$ cat src/rtl/rgba_framebuffer_pixel_ops_top_macros.svh
// ============================================================================
// RGBA frame store assertion macros
// Shared concurrent assertion forms used by the frame store RTL.
// ============================================================================
`ifndef RGBA_FRAMEBUFFER_PIXEL_OPS_TOP_MACROS_SVH
`define RGBA_FRAMEBUFFER_PIXEL_OPS_TOP_MACROS_SVH

// Same-cycle implication, sampled on i_clk and disabled during reset.
`define RFPO_ASSERT_IMP(lbl, ante, cons, msg) \
    lbl: assert property (@(posedge i_clk) disable iff (!i_rst_n) (ante) |-> (cons)) \
        else $error(msg);

// Next-cycle implication, sampled on i_clk and disabled during reset.
`define RFPO_ASSERT_NXT(lbl, ante, cons, msg) \
    lbl: assert property (@(posedge i_clk) disable iff (!i_rst_n) (ante) |=> (cons)) \
        else $error(msg);

`endif

$ cat src/rtl/rfpo_pkg.sv
// ============================================================================
// RGBA frame store package
// Types, codes and sizes shared by the frame store modules.
// ============================================================================
package rfpo_pkg;

    // Store geometry.
    localparam int MAX_WIDTH   = 256;
    localparam int MAX_HEIGHT  = 256;
    localparam int STORE_WORDS = MAX_WIDTH * MAX_HEIGHT;
    localparam int IDX_W       = $clog2(STORE_WORDS);
    localparam int CNT_W       = IDX_W + 1;

    // Field widths.
    localparam int CFG_W  = 9;
    localparam int POS_W  = 10;
    localparam int CHAN_W = 8;
    localparam int PIX_W  = 4 * CHAN_W;
    localparam int MIX_W  = 9;
    localparam int CMD_W  = 3;

    localparam logic [CFG_W-1:0]  FRAME_SIZE_RESET = CFG_W'(256);
    localparam logic [CHAN_W-1:0] CHAN_MAX         = 8'hFF;
    localparam logic [MIX_W-1:0]  MIX_ONE          = MIX_W'(256);

    // Command codes.
    localparam logic [CMD_W-1:0] CMD_WRITE = 3'd0;
    localparam logic [CMD_W-1:0] CMD_ADD   = 3'd1;
    localparam logic [CMD_W-1:0] CMD_BLEND = 3'd2;
    localparam logic [CMD_W-1:0] CMD_READ  = 3'd3;
    localparam logic [CMD_W-1:0] CMD_CLEAR = 3'd4;

    // Configuration register indexes.
    localparam int               REG_IDX_W        = 1;
    localparam logic [REG_IDX_W-1:0] REG_FRAME_WIDTH  = 1'b0;
    localparam logic [REG_IDX_W-1:0] REG_FRAME_HEIGHT = 1'b1;

    typedef struct packed {
        logic [CMD_W-1:0]  command;
        logic [POS_W-1:0]  pos_x;
        logic [POS_W-1:0]  pos_y;
        logic [CHAN_W-1:0] red;
        logic [CHAN_W-1:0] green;
        logic [CHAN_W-1:0] blue;
        logic [CHAN_W-1:0] alpha;
        logic [MIX_W-1:0]  mix_factor;
    } t_in;

    typedef struct packed {
        logic              ok;
        logic [CHAN_W-1:0] out_red;
        logic [CHAN_W-1:0] out_green;
        logic [CHAN_W-1:0] out_blue;
        logic [CHAN_W-1:0] out_alpha;
    } t_out;

    typedef enum logic [2:0] {
        S_IDLE,
        S_RD,
        S_MOD,
        S_CLR,
        S_PUSH
    } t_state;

    typedef struct packed {
        logic in_ready;
        logic ram_re;
        logic ram_we;
        logic clr_step;
        logic out_load;
    } t_ctl;

endpackage

$ cat src/rtl/rfpo_alu.sv
// ============================================================================
// Frame store pixel ALU
// Computes the new pixel word for write, saturating add and blend.
// ============================================================================
module rfpo_alu (
    input  logic [rfpo_pkg::CMD_W-1:0] i_cmd,
    input  logic [rfpo_pkg::PIX_W-1:0] i_old,
    input  logic [rfpo_pkg::PIX_W-1:0] i_col,
    input  logic [rfpo_pkg::MIX_W-1:0] i_mix,
    output logic [rfpo_pkg::PIX_W-1:0] o_new
);
    import rfpo_pkg::*;

    localparam int BL_W = CHAN_W + MIX_W;

    logic [MIX_W-1:0] w_mix_inv;

    // Weight of the old colour; the mix factor is already limited to one.
    assign w_mix_inv = MIX_ONE - i_mix;

    for (genvar k = 0; k < 4; k++) begin : g_chan
        logic [CHAN_W-1:0] w_old;
        logic [CHAN_W-1:0] w_col;
        logic [CHAN_W:0]   w_sum;
        logic [BL_W-1:0]   w_bl;
        logic [CHAN_W-1:0] w_res;

        assign w_old = i_old[CHAN_W*k +: CHAN_W];
        assign w_col = i_col[CHAN_W*k +: CHAN_W];
        assign w_sum = (CHAN_W+1)'(w_old) + (CHAN_W+1)'(w_col);
        assign w_bl  = BL_W'(w_col) * BL_W'(i_mix) + BL_W'(w_old) * BL_W'(w_mix_inv);

        always_comb begin
            case (i_cmd)
                CMD_WRITE: w_res = w_col;
                CMD_ADD:   w_res = w_sum[CHAN_W] ? CHAN_MAX : w_sum[CHAN_W-1:0];
                CMD_BLEND: w_res = w_bl[BL_W-1] ? CHAN_MAX : w_bl[BL_W-2:CHAN_W];
                default:   w_res = w_old;
            endcase
        end

        assign o_new[CHAN_W*k +: CHAN_W] = w_res;
    end

endmodule

$ cat config.mk
export PLATFORM = sky130hd
export DESIGN_NAME = rfpo_alu
export DESIGN_NICKNAME = d
export VERILOG_FILES = /design/src/rtl/rgba_framebuffer_pixel_ops_top_macros.svh /design/src/rtl/rfpo_pkg.sv /design/src/rtl/rfpo_alu.sv
export SDC_FILE = /design/constraint.sdc
export NUM_CORES = 1
export LEC_CHECK = 0
export ABC_AREA = 1
export BUFFER_PORTS_ARGS = -buffer_cell sky130_fd_sc_hd__buf_4
export CAP_MARGIN = 15
export CORE_MARGIN = 5
export CORE_UTILIZATION = 40
export DETAILED_ROUTE_END_ITERATION = 10
export GPL_ROUTABILITY_DRIVEN = 0
export MAX_ROUTING_LAYER = met4
export PLACE_DENSITY = 0.65
export SLEW_MARGIN = 20
export SYNTH_ARGS = -nofsm -noshare
export SYNTH_HDL_FRONTEND = slang
export SYNTH_SLANG_ARGS = --single-unit
$ cat constraint.sdc
create_clock -name vclk -period 16.3
set_input_delay 3.26 -clock vclk [all_inputs]
set_output_delay 3.26 -clock vclk [all_outputs]
set_load 0.01 [all_outputs]
==> flow_metrics.py, run 1 <==
metrics = {
    "floorplanning": {
        "die_y_um": 246,
        "core-area_um2": 55200,
        "initial_core_util": 0.404,
        "die_w_um": 246,
        "core.rowCount": 86,
        "dieArea_um2": 60600,
        "io_pins": 108,
    },
    "routing": {
        "wire_per_inst_um": 15.4,
        "drt-vias-per-instance": 4.79,
        "totalWireLength_um": 60200,
        "drc": 0,
        "drtIter0Drc": 979,
        "antenna_left": 0,
        "first_pass_iters": 5,
        "vias": 18700,
    },
    "final_layout": {
        "seqCellArea_um2": 0,
        "fill_cells": 5690,
        "multi_input_area_um2": 18400,
        "seq_cell_count": 0,
        "n_antenna_cell": 0,
        "syn2layout_area_growth_pct": 6.06,
        "final_layout_size_suffix_gt1_frac": 0.0525,
        "nClkBuffers": 0,
        "nets": 3956,
    },
    "sta": {
        "finalCriticalPeriod_ns": 13.48,
        "rsz0062_at_grt": "no",
        "fin_crit_sh": 0.827,
        "setup_viol": 0,
        "finalHoldViolCount": 0,
        "slew_viol_final": 0,
        "finalSetupTns_ns": 0,
        "worst_pin_slew_ns": 1.12,
        "fmax_mhz": 74.2,
        "timing.slew.headroom": 0.250,
    },
    "logic_synthesis": {
        "synth_nets": 3943,
        "syn_area_um2": 22300,
        "synth_top_area_frac": 0.395,
        "synth-seq-area-share": 0,
        "synth_area_leaders": "fa_1 39%, ha_1 16%, inv_1 15%",
        "synth_cell_type_count": 35,
        "syn_inst": 3150,
        "synthTopCellsByCount": "915 x inv_1, 866 x nand2_1, 440 x fa_1",
        "synth_top_area_cell": "fa_1",
        "synth_area_per_cell_um2": 7.09,
        "synth.most_common_cell": "inv_1",
        "yosys_warnings": 0,
    },
    "global_route": {
        "gr-total-overflow": 0,
        "met2_usage": 0.352,
        "grt_max_degree": 46,
        "grt_pass1_wl_um": 99000,
        "use_met1": 0.274,
        "use_met3": 0.0203,
        "grt_pass1_vias": 19300,
        "antenna_found_initial": 0,
        "top_usage_layer": "met2",
        "grt.total_usage": 0.207,
    },
    "worst_hold_path": {
        "hold_path_class": "in2out",
    },
    "critical_path": {
        "critPathMaxStageDelay_ns": 0.52,
        "critPathCaptureType": "output port",
        "cp_slowest_cell": "fa_1",
        "cp_max_fo": 34,
        "crit_type": "in2out",
        "cp.required_ns": 13.04,
        "arrival_ns": 10.22,
        "critPathLaunchType": "input pin",
    },
    "outcome": {
        "status": "finished clean",
    },
    "cts": {
        "cts_setup_buffers": 0,
        "ctsHoldBuffers": 0,
        "cts_resized": 0,
    },
    "place": {
        "hpwl_um": 48000,
        "portBuffers": 108,
    },
    "run": {
        "maxCapViolations": 0,
    },
}
-- logic make-up after synthesis --
family,synth area share
compound gates,0.0357
xor+xnor,0.0129
fa+ha+maj,0.550
buf+inv,0.176
simple gates,0.225
-- path summary, 6_finish.rpt --
kind / from / to / slack (ns) / cells after the start
max: i_mix[1] / o_new[7] / 2.82 / 36
min: i_old[30] / o_new[30] / 6.94 / 4
-- cell usage in the layout (no fill, tap or decap) --
master / Yosys / layout
o21ai_0: 21 / 21
or2_4: 1 / 1
ha_1: 277 / 277
a31oi_1: 4 / 4
nand4_1: 36 / 36
nor3_2: 0 / 3
o31ai_1: 8 / 8
or2_0: 1 / 1
nand2_4: 1 / 1
nor2_2: 22 / 22
inv_4: 1 / 1
inv_1: 915 / 915
o21ai_1: 1 / 1
nor4_1: 4 / 4
buf_4: 2 / 116
nand2_1: 866 / 865
nor2_1: 194 / 193
fa_1: 440 / 440
nand3b_1: 12 / 12
xnor2_1: 24 / 24
inv_2: 3 / 3
or2_2: 2 / 2
nor2_4: 0 / 1
a21boi_0: 4 / 4
nand3_1: 64 / 64
xor2_1: 9 / 9
nand2_2: 13 / 14
a21o_1: 20 / 20
nor3_1: 20 / 17
o21bai_1: 8 / 8
a21oi_1: 72 / 72
nor3_4: 2 / 2
-- critical path: cells and delay by family --
kind	cells	cell delay (ns)
adder cells (fa/ha/maj)	8	3.47
buffers and inverters	12	1.65
AND/OR/NAND/NOR	16	1.80
-- layer usage --
metal / wire length [um] / vias to the layer above
met5: 0 / -
met4: 1360 / 0
met3: 3700 / 83
met2: 29100 / 500
met1: 26100 / 9057
li1: - / 9083
-- layout make-up --
cell class,count,area share
Timing Repair Buffer,116,0.0368
Tap cell,748,0.0395
Multi-Input combinational cell,2126,0.778
Inverter,919,0.146
-- metrics by stage --
| stage | hold WS [ns] | instance area [um^2] | setup slack [ns] | cells | utilization |
|---|---|---|---|---|---|
| final | 6.94 | 23700 | 2.82 | 3909 | 0.429 |
| after global routing | 6.96 | 23700 | 2.35 | 3909 | 0.429 |
| after CTS | 6.94 | 23700 | 2.80 | 3909 | 0.429 |
| after detailed placement | 6.94 | 23700 | 2.81 | 3909 | 0.429 |
| after global placement | 6.94 | 23700 | 2.94 | 3909 | 0.429 |
| after floorplan | 6.67 | 22300 | 3.68 | 3150 | - |
Power of run 1 is not shown: default switching activity piles up to over one toggle a cycle in this logic, so the estimate is an artifact.
==> inputs of run 2 (changes only) <==
--- a/config.mk
+++ b/config.mk
@@ -13,7 +13,7 @@
 export DETAILED_ROUTE_END_ITERATION = 10
 export GPL_ROUTABILITY_DRIVEN = 0
 export MAX_ROUTING_LAYER = met4
-export PLACE_DENSITY = 0.65
+export PLACE_DENSITY = 0.67
 export SLEW_MARGIN = 20
 export SYNTH_ARGS = -nofsm -noshare
 export SYNTH_HDL_FRONTEND = slang
==> constraint.sdc (replaced) <==
create_clock -name vclk -period 11.2
set_input_delay 2.24 -clock vclk [all_inputs]
set_output_delay 2.24 -clock vclk [all_outputs]
set_load 0.01 [all_outputs]
==> flow_metrics.py, run 2 (synthesis results as in run 1) <==
metrics = {
    "outcome": {
        "status": "finished clean",
    },
    "run": {
        "maxCapViolations": 0,
    },
    "final_layout": {
        "fill_cells": 5642,
        "finalNonFillerCells": 3933,
        "nets": 3979,
        "syn2layout_area_growth_pct": 7.04,
        "design_area_um2": 23900,
        "nClkBuffers": 0,
        "multi_input_area_um2": 18400,
        "seq_cell_count": 0,
        "seqCellArea_um2": 0,
        "layout_commonest_cell": "inv_1",
        "layout_common_cells": "915 x inv_1, 860 x nand2_1, 440 x fa_1",
        "final_layout_size_suffix_gt1_frac": 0.0619,
    },
    "floorplanning": {
        "io_pins": 108,
        "dieArea_um2": 60600,
        "die_y_um": 246,
        "core-area_um2": 55200,
        "initial_core_util": 0.404,
        "core.rowCount": 86,
        "die_w_um": 246,
    },
    "critical_path": {
        "critPathMaxStageDelay_ns": 0.51,
        "cp.required_ns": 8.96,
        "cp_slowest_cell": "fa_1",
        "critPathCaptureType": "output port",
        "arrival_ns": 8.54,
        "critPathLaunchType": "input pin",
        "crit_type": "in2out",
        "cp_max_fo": 16,
    },
    "place": {
        "dp.cells": 3932,
        "hpwl_um": 50200,
        "portBuffers": 108,
        "place_area_um2": 23800,
    },
    "worst_hold_path": {
        "hold_path_class": "in2out",
        "hp-start": "i_old[16]",
        "min_delay_path_depth": 4,
        "min_to": "o_new[16]",
    },
    "sta": {
        "finalHoldViolCount": 0,
        "setup_viol": 0,
        "slew_viol_final": 0,
        "timing.slew.headroom": 0.370,
        "finalCriticalPeriod_ns": 10.78,
        "fin_crit_sh": 0.963,
        "worst_pin_slew_ns": 0.944,
        "fmax_mhz": 92.8,
        "rsz0062_at_grt": "yes",
    },
    "routing": {
        "antenna_left": 0,
        "drt-vias-per-instance": 4.83,
        "drtIter0Drc": 1005,
        "wire_per_inst_um": 15.4,
        "first_pass_iters": 5,
        "totalWireLength_um": 60700,
        "drc": 0,
        "vias": 19000,
    },
    "global_route": {
        "antenna_found_initial": 1,
        "gr-total-overflow": 0,
        "grt_max_degree": 55,
        "grt_pass1_wl_um": 101000,
        "grt.total_usage": 0.210,
        "grt_pass1_vias": 19500,
    },
    "cts": {
        "ctsHoldBuffers": 0,
    },
}
## run 2: worst max-delay path, delay by kind of cell
kind	cells	cell delay, ns
adder cells (fa/ha/maj)	8	3.39
AND/OR/NAND/NOR	16	1.70
buffers and inverters	11	1.18
## run 2: per-stage QoR
step	setup WS (ns)	util	TNS [ns]	hold slack, ns
floorplan	0.622	-	0	4.63
global placement	0.356	0.432	0	4.90
detailed placement	0.299	0.432	0	4.89
CTS	0.295	0.432	0	4.90
global route	-0.0155	0.433	-0.0155	4.91
finish	0.420	0.433	0	4.89
## run 2: timing repair
item | in CTS | in global routing
setup endpoints to repair | 0 | 32
buffers inserted | 0 | 0
resized for setup | 0 | 19
## run 2: area by class of cell
type                       count  share of cell area
antenna                        1            0.000105
multi-input combinational   2126               0.772
tap                          748              0.0392
inverter                     919               0.145
timing repair buffer         139              0.0440
## run 2: routing by layer
layer / wire length (um) / GRT usage / up-vias
met5: 0 / - / -
li1: - / - / 9135
met3: 4440 / 0.0306 / 117
met4: 1980 / 0.0509 / 0
met1: 25800 / 0.274 / 9133
met2: 28500 / 0.349 / 618
## run 2: worst max path at each step
stage | from | depth (start not counted) | to | slack, ns
2_1_floorplan | i_mix[0] | 37 | o_new[6] | 0.62
3_3_place_gp | i_mix[1] | 35 | o_new[26] | 0.36
3_5_place_dp | i_mix[1] | 35 | o_new[6] | 0.30
4_1_cts | i_mix[1] | 35 | o_new[22] | 0.30
5_1_grt | i_mix[1] | 35 | o_new[6] | -0.02
6_report | i_mix[1] | 35 | o_new[6] | 0.42
Power of run 2 is left out for the same reason.
==> inputs of run 3 (changes only) <==
==> constraint.sdc (replaced) <==
create_clock -name vclk -period 11.2
set_input_delay 1.68 -clock vclk [all_inputs]
set_output_delay 1.68 -clock vclk [all_outputs]
set_load 0.01 [all_outputs]
==> flow_metrics.py, run 3 (synthesis results as in run 1) <==
metrics = {
    "outcome": {
        "status": "finished clean",
    },
    "cts": {
        "ctsHoldBuffers": 0,
        "cts_resized": 0,
        "cts_setup_buffers": 0,
    },
    "final_layout": {
        "multi_input_area_um2": 18400,
        "fill_cells": 5740,
        "n_antenna_cell": 0,
        "seqCellArea_um2": 0,
        "nClkBuffers": 0,
        "nets": 3963,
        "final_layout_size_suffix_gt1_frac": 0.0543,
        "fin_util": 0.430,
        "syn2layout_area_growth_pct": 6.28,
        "design_area_um2": 23700,
        "layout_common_cells": "915 x inv_1, 866 x nand2_1, 440 x fa_1",
        "seq_cell_count": 0,
        "layout_commonest_cell": "inv_1",
    },
    "floorplanning": {
        "io_pins": 108,
        "core-area_um2": 55200,
        "core.rowCount": 86,
        "die_y_um": 246,
        "die_w_um": 246,
        "dieArea_um2": 60600,
        "initial_core_util": 0.404,
    },
    "global_route": {
        "grt_pass1_wl_um": 99800,
        "grt.total_usage": 0.208,
        "grt_pass1_vias": 19400,
        "antenna_found_initial": 1,
        "grt_max_degree": 36,
        "gr-total-overflow": 0,
    },
    "critical_path": {
        "critPathCaptureType": "output port",
        "crit_start": "i_mix[0]",
        "critPathMaxStageDelay_ns": 0.55,
        "path_common_cell": "fa_1",
        "cp_slowest_cell": "fa_1",
        "critPathLaunchType": "input pin",
        "cp.required_ns": 9.52,
        "arrival_ns": 8.58,
        "cp_max_fo": 35,
        "crit_type": "in2out",
    },
    "sta": {
        "fin_crit_sh": 0.916,
        "finalSetupTns_ns": 0,
        "finalHoldViolCount": 0,
        "setup_viol": 0,
        "slew_viol_final": 0,
        "worst_pin_slew_ns": 0.930,
        "timing.slew.headroom": 0.379,
        "finalCriticalPeriod_ns": 10.26,
        "fmax_mhz": 97.5,
        "rsz0062_at_grt": "no",
    },
    "routing": {
        "first_pass_iters": 7,
        "drtIter0Drc": 1066,
        "totalWireLength_um": 60200,
        "drt-vias-per-instance": 4.86,
        "wire_per_inst_um": 15.4,
        "drc": 0,
        "vias": 19000,
        "antenna_left": 0,
    },
    "place": {
        "portBuffers": 108,
        "place_area_um2": 23700,
        "hpwl_um": 49100,
    },
    "worst_hold_path": {
        "hold_path_class": "in2out",
        "min_delay_path_depth": 4,
        "hp-start": "i_old[16]",
    },
    "run": {
        "maxCapViolations": 0,
    },
}
[run 3: cell types whose count changed in the layout (fill, tap and decap cells not counted), moves of 2 or more]
cell / previous run / this run
nand2_1: 860 / 866
nand2_2: 19 / 13
inv_2: 1 / 3
buf_4: 138 / 123
[run 3: worst paths after layout]
check                       end
worst max-delay path   o_new[9]
worst min-delay path  o_new[16]
[run 3: critical path, delay by kind of cell]
| kind | cells | cell delay (ns) |
|---|---|---|
| simple gates | 16 | 2.07 |
| fa+ha+maj | 8 | 3.47 |
| buf+inv | 9 | 1.08 |
| compound gates | 1 | 0.23 |
[run 3: per-stage QoR]
stage / hold slack [ns] / cells / setup WS [ns]
after floorplan: 3.51 / 3150 / 1.74
after global placement: 3.78 / 3916 / 1.03
after detailed placement: 3.77 / 3916 / 0.964
after CTS: 3.77 / 3916 / 0.951
after global routing: 3.81 / 3916 / 0.435
final: 3.78 / 3916 / 0.942
[run 3: layer usage]
metal | GRT usage | up-vias | routed length [um]
met2 | 0.355 | 539 | 28900
met4 | 0.0458 | 0 | 1720
met3 | 0.0253 | 96 | 3760
li1 | - | 9116 | -
met1 | 0.269 | 9264 | 25700
met5 | - | - | 0
[run 3: layout make-up]
class                           instances  share of cell area
Timing Repair Buffer                  123              0.0389
Tap cell                              748              0.0395
Multi-Input combinational cell       2126               0.776
Inverter                              919               0.146
Power of run 3 is left out for the same reason.
